[src/rtl/core/trt_pkg.sv]
// ============================================================================
// trt_pkg: shared types and codes of the ternary rule table
// Request and response items, operation codes and status codes.
// ============================================================================
`default_nettype none

package trt_pkg;

    // Operation codes of a request item.
    typedef logic [1:0] t_op;
    localparam t_op OP_LOOKUP = 2'd0;
    localparam t_op OP_ADD    = 2'd1;
    localparam t_op OP_MODIFY = 2'd2;
    localparam t_op OP_DELETE = 2'd3;

    // Status codes of a response item.
    typedef logic [1:0] t_status;
    localparam t_status ST_OK    = 2'd0;
    localparam t_status ST_FULL  = 2'd1;
    localparam t_status ST_RANGE = 2'd2;

    // Action returned by a lookup that matches no entry.
    localparam logic [31:0] MISS_ACTION = 32'hFFFF_FFFF;

    // One request item.
    typedef struct packed {
        t_op         op;
        logic [5:0]  index;
        logic [63:0] key;
        logic [63:0] mask;
        logic [31:0] action;
        logic [63:0] digest_high;
        logic [63:0] digest_low;
    } t_req;

    // One response item.
    typedef struct packed {
        t_status     status;
        logic        hit;
        logic [5:0]  result_index;
        logic [31:0] result_action;
    } t_rsp;

endpackage

`default_nettype wire

[src/rtl/core/trt_if.sv]
// ============================================================================
// trt_if: valid/ready channels of the ternary rule table
// Request channel and response channel, each with source and sink views.
// ============================================================================
`default_nettype none

interface trt_req_if;
    import trt_pkg::*;

    logic valid;
    logic ready;
    t_req data;

    modport source (output valid, output data, input ready);
    modport sink   (input valid, input data, output ready);
endinterface

interface trt_rsp_if;
    import trt_pkg::*;

    logic valid;
    logic ready;
    t_rsp data;

    modport source (output valid, output data, input ready);
    modport sink   (input valid, input data, output ready);
endinterface

`default_nettype wire

[src/rtl/core/trt_ctrl.sv]
// ============================================================================
// trt_ctrl: sequencer of the ternary rule table
// Holds the valid bits, scans the entry store one entry per cycle for lookup
// and add, writes entries back, and registers the response item.
// ============================================================================
`default_nettype none

module trt_ctrl #(
    parameter int ENTRIES  = 32,
    parameter int KEY_BITS = 64,
    parameter int AW       = 5,
    parameter int MW       = 288
) (
    input  wire logic          i_clk,
    input  wire logic          i_rst_n,
    trt_req_if.sink            i_req,
    trt_rsp_if.source          o_rsp,
    output logic               o_we,
    output logic [AW-1:0]      o_waddr,
    output logic [MW-1:0]      o_wdata,
    output logic [AW-1:0]      o_raddr,
    input  wire logic [MW-1:0] i_rdata
);
    import trt_pkg::*;

    localparam logic [1:0] S_IDLE   = 2'd0;
    localparam logic [1:0] S_SCAN   = 2'd1;
    localparam logic [1:0] S_FINISH = 2'd2;

    localparam logic [AW-1:0] LAST = AW'(ENTRIES - 1);

    logic [1:0]         r_state, n_state;
    t_req               r_req, n_req;
    logic [AW-1:0]      r_cnt, n_cnt;
    logic               r_free_ok, n_free_ok;
    logic [AW-1:0]      r_free_idx, n_free_idx;
    logic [ENTRIES-1:0] r_valid, n_valid;
    t_status            r_status, n_status;
    logic               r_hit, n_hit;
    logic [5:0]         r_ridx, n_ridx;
    logic [31:0]        r_ract, n_ract;
    logic               r_out_valid, n_out_valid;
    t_rsp               r_out, n_out;

    logic                load;
    logic                in_idx_ok;
    logic [AW-1:0]       in_addr;
    logic [MW-1:0]       pack_in;
    logic [MW-1:0]       pack_reg;
    logic [KEY_BITS-1:0] e_key;
    logic [KEY_BITS-1:0] e_mask;
    logic [31:0]         e_act;
    logic [63:0]         e_dlo;
    logic [63:0]         e_dhi;
    logic                cur_valid;
    logic                key_match;
    logic                dig_match;
    logic                slot_ok;
    logic [AW-1:0]       slot;

    // Entry word layout: digest high, digest low, action, mask, key.
    assign pack_in  = {i_req.data.digest_high, i_req.data.digest_low, i_req.data.action,
                       i_req.data.mask[KEY_BITS-1:0], i_req.data.key[KEY_BITS-1:0]};
    assign pack_reg = {r_req.digest_high, r_req.digest_low, r_req.action,
                       r_req.mask[KEY_BITS-1:0], r_req.key[KEY_BITS-1:0]};

    assign e_key  = i_rdata[KEY_BITS-1:0];
    assign e_mask = i_rdata[2*KEY_BITS-1:KEY_BITS];
    assign e_act  = i_rdata[2*KEY_BITS+31:2*KEY_BITS];
    assign e_dlo  = i_rdata[2*KEY_BITS+95:2*KEY_BITS+32];
    assign e_dhi  = i_rdata[2*KEY_BITS+159:2*KEY_BITS+96];

    // Compare the entry read for the current scan position.
    assign cur_valid = r_valid[r_cnt];
    assign key_match = ((e_key ^ r_req.key[KEY_BITS-1:0]) & e_mask) == '0;
    assign dig_match = (e_dhi == r_req.digest_high) && (e_dlo == r_req.digest_low);

    assign in_idx_ok = {1'b0, i_req.data.index} < 7'(ENTRIES);
    assign in_addr   = i_req.data.index[AW-1:0];

    // A new free slot is taken from the scan if none was seen yet.
    assign slot_ok = r_free_ok || !cur_valid;
    assign slot    = r_free_ok ? r_free_idx : r_cnt;

    // Items are handled one at a time, so a write never overlaps a read of
    // the same entry within one item; no forwarding path is needed.
    always_comb begin
        n_state     = r_state;
        n_req       = r_req;
        n_cnt       = r_cnt;
        n_free_ok   = r_free_ok;
        n_free_idx  = r_free_idx;
        n_valid     = r_valid;
        n_status    = r_status;
        n_hit       = r_hit;
        n_ridx      = r_ridx;
        n_ract      = r_ract;
        load        = 1'b0;
        o_we        = 1'b0;
        o_waddr     = slot;
        o_wdata     = pack_reg;
        o_raddr     = (r_cnt == LAST) ? '0 : r_cnt + AW'(1);

        unique case (r_state)
            S_IDLE: begin
                o_raddr = '0;
                if (i_req.valid) begin
                    n_req      = i_req.data;
                    n_cnt      = '0;
                    n_free_ok  = 1'b0;
                    n_free_idx = '0;
                    n_status   = ST_OK;
                    n_hit      = 1'b0;
                    n_ridx     = '0;
                    n_ract     = '0;
                    unique case (i_req.data.op) inside
                        OP_LOOKUP: begin
                            n_ract  = MISS_ACTION;
                            n_state = S_SCAN;
                        end
                        OP_ADD: begin
                            n_state = S_SCAN;
                        end
                        OP_MODIFY, OP_DELETE: begin
                            n_ridx  = i_req.data.index;
                            n_state = S_FINISH;
                            if (!in_idx_ok) begin
                                n_status = ST_RANGE;
                            end else if (i_req.data.op == OP_MODIFY) begin
                                o_we             = 1'b1;
                                o_waddr          = in_addr;
                                o_wdata          = pack_in;
                                n_valid[in_addr] = 1'b1;
                            end else begin
                                n_valid[in_addr] = 1'b0;
                            end
                        end
                        default: begin
                            n_state = S_IDLE;
                        end
                    endcase
                end
            end
            S_SCAN: begin
                n_cnt = r_cnt + AW'(1);
                if (r_req.op == OP_LOOKUP) begin
                    // First match in index order ends the scan.
                    if (cur_valid && key_match) begin
                        n_hit   = 1'b1;
                        n_ridx  = 6'(r_cnt);
                        n_ract  = e_act;
                        n_state = S_FINISH;
                    end else if (r_cnt == LAST) begin
                        n_state = S_FINISH;
                    end
                end else begin
                    // Add: look for the same digest, remember the lowest free slot.
                    if (cur_valid && dig_match) begin
                        n_hit   = 1'b1;
                        n_ridx  = 6'(r_cnt);
                        n_state = S_FINISH;
                    end else begin
                        if (!cur_valid && !r_free_ok) begin
                            n_free_ok  = 1'b1;
                            n_free_idx = r_cnt;
                        end
                        if (r_cnt == LAST) begin
                            n_state = S_FINISH;
                            if (slot_ok) begin
                                o_we          = 1'b1;
                                n_valid[slot] = 1'b1;
                                n_ridx        = 6'(slot);
                            end else begin
                                n_status = ST_FULL;
                            end
                        end
                    end
                end
            end
            S_FINISH: begin
                if (!r_out_valid || o_rsp.ready) begin
                    load    = 1'b1;
                    n_state = S_IDLE;
                end
            end
            default: begin
                n_state = S_IDLE;
            end
        endcase
    end

    // Output register of the response channel.
    always_comb begin
        n_out       = r_out;
        n_out_valid = r_out_valid;
        if (load) begin
            n_out.status        = r_status;
            n_out.hit           = r_hit;
            n_out.result_index  = r_ridx;
            n_out.result_action = r_ract;
            n_out_valid         = 1'b1;
        end else if (o_rsp.ready) begin
            n_out_valid = 1'b0;
        end
    end

    // Control state with synchronous reset.
    always_ff @(posedge i_clk) begin
        if (!i_rst_n) begin
            r_state     <= S_IDLE;
            r_valid     <= '0;
            r_out_valid <= 1'b0;
        end else begin
            r_state     <= n_state;
            r_valid     <= n_valid;
            r_out_valid <= n_out_valid;
        end
    end

    // Payload and scan registers.
    always_ff @(posedge i_clk) begin
        r_req      <= n_req;
        r_cnt      <= n_cnt;
        r_free_ok  <= n_free_ok;
        r_free_idx <= n_free_idx;
        r_status   <= n_status;
        r_hit      <= n_hit;
        r_ridx     <= n_ridx;
        r_ract     <= n_ract;
        r_out      <= n_out;
    end

    assign i_req.ready = (r_state == S_IDLE);
    assign o_rsp.valid = r_out_valid;
    assign o_rsp.data  = r_out;

`ifndef NO_ASSERTIONS
    // At most one entry becomes valid per cycle.
    a_one_new_entry: assert property (@(posedge i_clk) disable iff (!i_rst_n)
        $countones(r_valid) <= $past($countones(r_valid)) + 1)
        else $error("more than one entry became valid in one cycle");

    // The scan position steps by one for every cycle the scan continues.
    a_scan_step: assert property (@(posedge i_clk) disable iff (!i_rst_n)
        (r_state == S_SCAN && n_state == S_SCAN) |=> r_cnt == $past(r_cnt) + AW'(1))
        else $error("scan position skipped an entry");

    // A result is never loaded over one that has not been taken.
    a_no_overwrite: assert property (@(posedge i_clk) disable iff (!i_rst_n)
        load |-> (!r_out_valid || o_rsp.ready))
        else $error("response item overwritten before it was taken");

    // An entry write always marks that entry valid.
    a_write_marks_valid: assert property (@(posedge i_clk) disable iff (!i_rst_n)
        o_we |=> r_valid[$past(o_waddr)])
        else $error("entry written without becoming valid");
`endif

endmodule

`default_nettype wire

[src/flat_wrapper.sv]
// flat-port wrapper written by rule: the top's interface ports become plain ports
module trt_ctrl_flat import trt_pkg::*;
#(
    parameter int ENTRIES  = 32,
    parameter int KEY_BITS = 64,
    parameter int AW       = 5,
    parameter int MW       = 288
)
  (i_clk, i_rst_n, o_we, o_waddr, o_wdata, o_raddr, i_rdata, i_req_valid, i_req_data, i_req_ready, o_rsp_valid, o_rsp_data, o_rsp_ready);
  trt_req_if i_req_i ();
  trt_rsp_if o_rsp_i ();
  input  wire logic i_clk;
  input  wire logic i_rst_n;
  output logic o_we;
  output logic [AW-1:0] o_waddr;
  output logic [MW-1:0] o_wdata;
  output logic [AW-1:0] o_raddr;
  input  wire logic [MW-1:0] i_rdata;
  input wire logic [$bits(i_req_i.valid)-1:0] i_req_valid;
  input wire logic [$bits(i_req_i.data)-1:0] i_req_data;
  output wire logic [$bits(i_req_i.ready)-1:0] i_req_ready;
  output wire logic [$bits(o_rsp_i.valid)-1:0] o_rsp_valid;
  output wire logic [$bits(o_rsp_i.data)-1:0] o_rsp_data;
  input wire logic [$bits(o_rsp_i.ready)-1:0] o_rsp_ready;
  assign i_req_i.valid = i_req_valid;
  assign i_req_i.data = i_req_data;
  assign i_req_ready = i_req_i.ready;
  assign o_rsp_valid = o_rsp_i.valid;
  assign o_rsp_data = o_rsp_i.data;
  assign o_rsp_i.ready = o_rsp_ready;
  trt_ctrl #(.ENTRIES(ENTRIES), .KEY_BITS(KEY_BITS), .AW(AW), .MW(MW)) u_core (.i_clk(i_clk), .i_rst_n(i_rst_n), .i_req(i_req_i), .o_rsp(o_rsp_i), .o_we(o_we), .o_waddr(o_waddr), .o_wdata(o_wdata), .o_raddr(o_raddr), .i_rdata(i_rdata));
endmodule
[config.mk]
export PLATFORM = sky130hd
export DESIGN_NAME = trt_ctrl_flat
export DESIGN_NICKNAME = d
export VERILOG_FILES = /design/src/rtl/core/trt_pkg.sv /design/src/rtl/core/trt_if.sv /design/src/rtl/core/trt_ctrl.sv /design/src/flat_wrapper.sv
export SDC_FILE = /design/constraint.sdc
export NUM_CORES = 1
export LEC_CHECK = 0
export BUFFER_PORTS_ARGS = -buffer_cell sky130_fd_sc_hd__buf_2
export CORE_AREA = 5 5 363 365
export CTS_CLUSTER_SIZE = 12
export DETAILED_ROUTE_END_ITERATION = 10
export DIE_AREA = 0 0 368 370
export MAX_ROUTING_LAYER = met4
export PLACE_DENSITY_LB_ADDON = 0.2
export SYNTH_ARGS = -nofsm -noshare
export SYNTH_HDL_FRONTEND = slang
export SYNTH_SLANG_ARGS = --single-unit
[constraint.sdc]
create_clock -name i_clk -period 11.7 [get_ports i_clk]
set_input_delay 0 -clock i_clk [delete_from_list [all_inputs] [get_ports i_clk]]
set_output_delay 0 -clock i_clk [all_outputs]
set_load 0.03 [all_outputs]
-- Word-level counts from Yosys, hierarchy flattened
Cells that the tools add are included.
W data, S select, Z words.
- flip-flop bits (word level): 418
- word-level logic and storage cells: 170
- input port bits: 588
- output and inout port bits: 342
- order comparisons: 6
- add/sub/neg operators: 1
- reduce and logical (&&, ||, !) cells: 28
- muxes and demuxes: 85
- equality and inequality tests: 24
- bitwise operators: 6
- operator list (operator ; number):
    $mux W288 ; 5
    $mux W32 ; 12
    $eq A64 B64 Y1 ; 2
    $pmux W32 S2 ; 2
    $and A64 B64 Y64 ; 1
    $logic_not A64 Y1 ; 1
    $or A32 B32 Y32 ; 2
    $xor A64 B64 Y64 ; 1
    $mux W5 ; 12
    $mux W6 ; 7
    $and A32 B32 Y32 ; 1
    $not A32 Y32 ; 1
    $mux W2 ; 13
    $mux W1 ; 22
    $pmux W5 S2 ; 2
    $lt A5 B6 Y1 const B ; 3
    $ne A2 B1 Y1 const B ; 8
    $pmux W6 S2 ; 1
    $demux W1 S5 ; 2
    $ge A5 B1 Y1 const B ; 2
    $reduce_and A5 Y1 ; 2
    $ne A2 B2 Y1 const B ; 4
    $ne A4 B1 Y1 const B ; 2
    $pmux W2 S2 ; 2
    other kinds (20) ; 40

-- Logic depth before layout (Yosys ltp)
- depth after elaboration: 11
- mapped depth: 12
- gate-level depth less buffers: 8

-- Worst setup path before layout
No wires, ideal clock.
- kind: reg2reg
- from: reg u_core.r_state[0]
- to: reg (tool-made name)
- buffers on the path: 1
- setup time: 0.072 ns
- required time: 11.628 ns
- arrival: 8.257 ns
- cell stages (with the launch flop): 8
- setup slack: 3.372 ns
- period minus slack after synthesis: 8.328 ns
- path through: dfxtp_1 -> nor2_2 -> nand2_1 -> inv_1 -> nand3b_1 -> clkbuf_1 -> a22oi_2 -> mux2i_1
- RTL lines (item ; RTL line ; text):
    start: declaration ; trt_ctrl.sv:32 ; logic [1:0] r_state, n_state;
    start signal: assignment ; trt_ctrl.sv:214 ; r_state <= n_state;

-- Final worst setup path
- from: reg u_core.r_req (netlist bit u_core.pack_reg[281])
- to: out o_we
- longest elaborated chain between the ends: 6
- RTL lines (item ; RTL line ; text):
    start: declaration ; trt_ctrl.sv:33 ; t_req r_req, n_req;
    start signal: assignment ; trt_ctrl.sv:222 ; r_req <= n_req;
    $eq A64 B64 Y1 ; trt_ctrl.sv:76 ; assign dig_match = (e_dhi == r_req.digest_high) && (e_dlo == r_req.digest_low);
    $logic_and A1 B1 Y1 ; trt_ctrl.sv:76 ;
    $logic_and A1 B1 Y1 ; trt_ctrl.sv:158 ; if (cur_valid && dig_match) begin
    $mux W1 ; trt_ctrl.sv:158 ;
    $mux W1 ; trt_ctrl.sv:146 ; if (r_req.op == OP_LOOKUP) begin
    $pmux W1 S2 ; trt_ctrl.sv:104 ; unique case (r_state)
    end: declaration ; flat_wrapper.sv:14 ; output logic o_we;
Every way passes these cells.

==> flow_summary.yaml <==
synth:
  yosys.area.top_type_share: 0.5479
  synthDominantAreaCellType: "edfxtp_1"
  synth_common_cells: "edfxtp_1, mux2_2, xor2_1"
  synthTopCellsByArea: "edfxtp_1, mux2_2, xor2_1, dfxtp_1, xnor2_1"
  yosys_warnings: 0
  synth.distinct_cells: 54
  synth_cells: 1509
  avgSynthCellArea_sq_um: 13.91
  ys_ff_latch: 418
  ys.flop_type: "edfxtp_1"
  synth_edf_count: 383
  synth_most_common_cell: "edfxtp_1"
  netlist_area_sq_um: 20990
  ys_seq_area_frac: 0.5813
  synth_fp_nets: 2099
  synth-async-reset-ratio: 0
clock_tree:
  cts_setup_buffers: 0
  numCtsBuffers: 55
  cts_tree: "yes"
  htreeDepth: 2
  cts_sinks: 418
  cts_root_buf: "clkbuf_16"
  worstSkewPairLatency_ns: 0.65
  cts_max_path_buffers: 3
  clk_pin_slew_ns: 0.06
global_route:
  grt_max_degree: 75
  antenna_found_initial: 44
  grt_pass1_vias: 19360
  grt_pass1_wl_mm: 143.0
  track_usage: 0.1502
  grt_overflow_total: 0
pwr:
  power_leakage_nw: 13.06
  worst_ir_drop_vdd_v: 0.0001098
  p_per_area_nw_per_um2: 139.4
die:
  io-pin-count: 930
  rows: 132
  coreArea_sq_um: 128500
  die_x_microns: 368
  start_util: 0.1634
  die-area_sq_um: 136200
  chipHeight_microns: 370
sta:
  setup_tns_ns: 0
  worstMarginPinSlew_ns: 1.323
  maxSlewHeadroom: 0.1097
  setup-violations-final: 0
  setup_ws_ns: 7.425
  finalCriticalPeriod_ns: 4.275
  hold_viol: 0
  fin_crit_sh: 0.3654
  clock.fmax_mhz: 233.9
  rsz0062_at_grt: "no"
  final.setup_skew_ns: 0.05407
  slew_violations: 0
worst_setup_path:
  required_ns: 11.70
  end_kind: "output pin"
  start_kind: "flip-flop"
  arrival_ns: 4.27
  cp_max_fo: 17
  crit_type: "reg2out"
detailed_routing:
  viasPerCell: 3.933
  firstDrtPassIters: 5
  detail_route.iter0.violations: 883
  antenna_left: 0
  vias: 17860
  drc: 0
  wl_per_cell_microns: 23.06
  routed_wirelength_mm: 104.7
placed_design:
  routabilityCongestion: 0.8876
  numPortBuffers: 929
  hpwl_mm: 83.09
  pre_cts_slack_ns: 7.288
cells_and_area:
  fillers: 13770
  area_growth_pct: 56.49
  drive_gt1_frac: 0.4866
  largest_reg_flops: 288
  nets: 3373
outcome:
  status: "finished clean"
job:
  maxCapViolCount: 0
worst_hold_path:
  hp-class: "in2reg"
-- logic make-up (layout without fill, tap and decap cells) --
kind of cell,Yosys count,count (layout),synth area share
and+or+nand+nor,266,266,0.06146
DFF,418,418,0.5813
muxes,343,343,0.1809
adders and majority gates,2,2,0.001192
buffers and inverters,89,1408,0.02366
xor gates and xnor gates,188,188,0.07845
AOI/OAI and AO/OA,203,203,0.07308
other,0,38,0
-- power by group --
group | leakage (nW) | total (mW) | internal [mW] | switching [mW]
Clock | 0.884 | 1.72 | 0.999 | 0.717
Combinational | 8.22 | 1.02 | 0.376 | 0.643
Sequential | 3.95 | 1.85 | 1.79 | 0.0582
Total | 13.1 | 4.58 | 3.16 | 1.42
-- stage by stage --
step | power [mW] | util | cell area (sq um) | hold slack [ns] | instances
finish | 4.580 | 0.2556 | 32850 | 0.05989 | 4541
global route | 4.784 | 0.2555 | 32830 | 0.02336 | 4536
CTS | 4.667 | 0.2549 | 32750 | 0.0008819 | 4503
detailed placement | 2.810 | 0.2142 | 27530 | 0.1915 | 4059
global placement | 2.814 | 0.2142 | 27530 | 0.1891 | 4059
floorplan | 2.406 | - | 20990 | 0.09887 | 1509
-- layer usage --
metal,track usage,routed length [microns]
met1,0.1680,40800
met3,0.05685,10060
met2,0.2409,48760
met4,0.06464,5078
met5,-,0
-- timing repair --
| item | in CTS | in global routing |
|---|---|---|
| gates resized for setup | 0 | 0 |
| hold endpoints to repair | 368 | 0 |
| hold buffers | 342 | 0 |
-- area by class of cell --
class / instances / area, sq um / share of cell area
multi-input combinational: 1002 / 8349 / 0.2542
clock inverter: 30 / 332.8 / 0.01013
timing repair buffer: 1295 / 8253 / 0.2513
clock buffer: 72 / 1470 / 0.04476
antenna: 38 / 95.09 / 0.002895
sequential: 418 / 12200 / 0.3715
tap: 1675 / 2096 / 0.06380
inverter: 11 / 48.80 / 0.001486
-- path summary, 6_finish.rpt --
| check | cells after the start | startpoint | to | slack [ns] |
|---|---|---|---|---|
| hold reg to reg | 0 | u_core.r_ract[30] | u_core.o_rsp.data[30] | 0.42 |
| hold / removal | 2 | i_req_data[41] | u_core.pack_reg[201] | 0.06 |
| setup reg to reg | 9 | u_core.pack_reg[281] | flip-flop | 7.50 |
| setup / recovery | 8 | u_core.pack_reg[281] | o_we | 7.43 |
-- cells in the final DEF (no fill, tap or decap), types with 14 or more instances in the layout --
cell type      instances
buf_2                929
nor4_1                19
clkbuf_16             55
a21o_1                32
xor2_1               126
edfxtp_1             383
o22ai_1               35
xnor2_1               62
nand2_1              121
clkbuf_1              14
a21oi_1               44
nand4_1               27
nor2_1                27
a22oi_2               31
dlygate4sd3_1        342
a22oi_1               41
dfxtp_1               35
mux2i_1               53
buf_4                 24
diode_2               38
mux2_2               290
-- critical path, cell delays in order, from the launching register on --
cell	delay, ns
edfxtp_1	0.41
xnor2_1	0.21
nand4_1	0.58
nor4_1	0.84
and4_1	0.32
o211ai_2	0.20
o211ai_4	0.63
o31ai_1	0.18
buf_2	0.24
No activity file was read; power rests on OpenSTA's default activity.
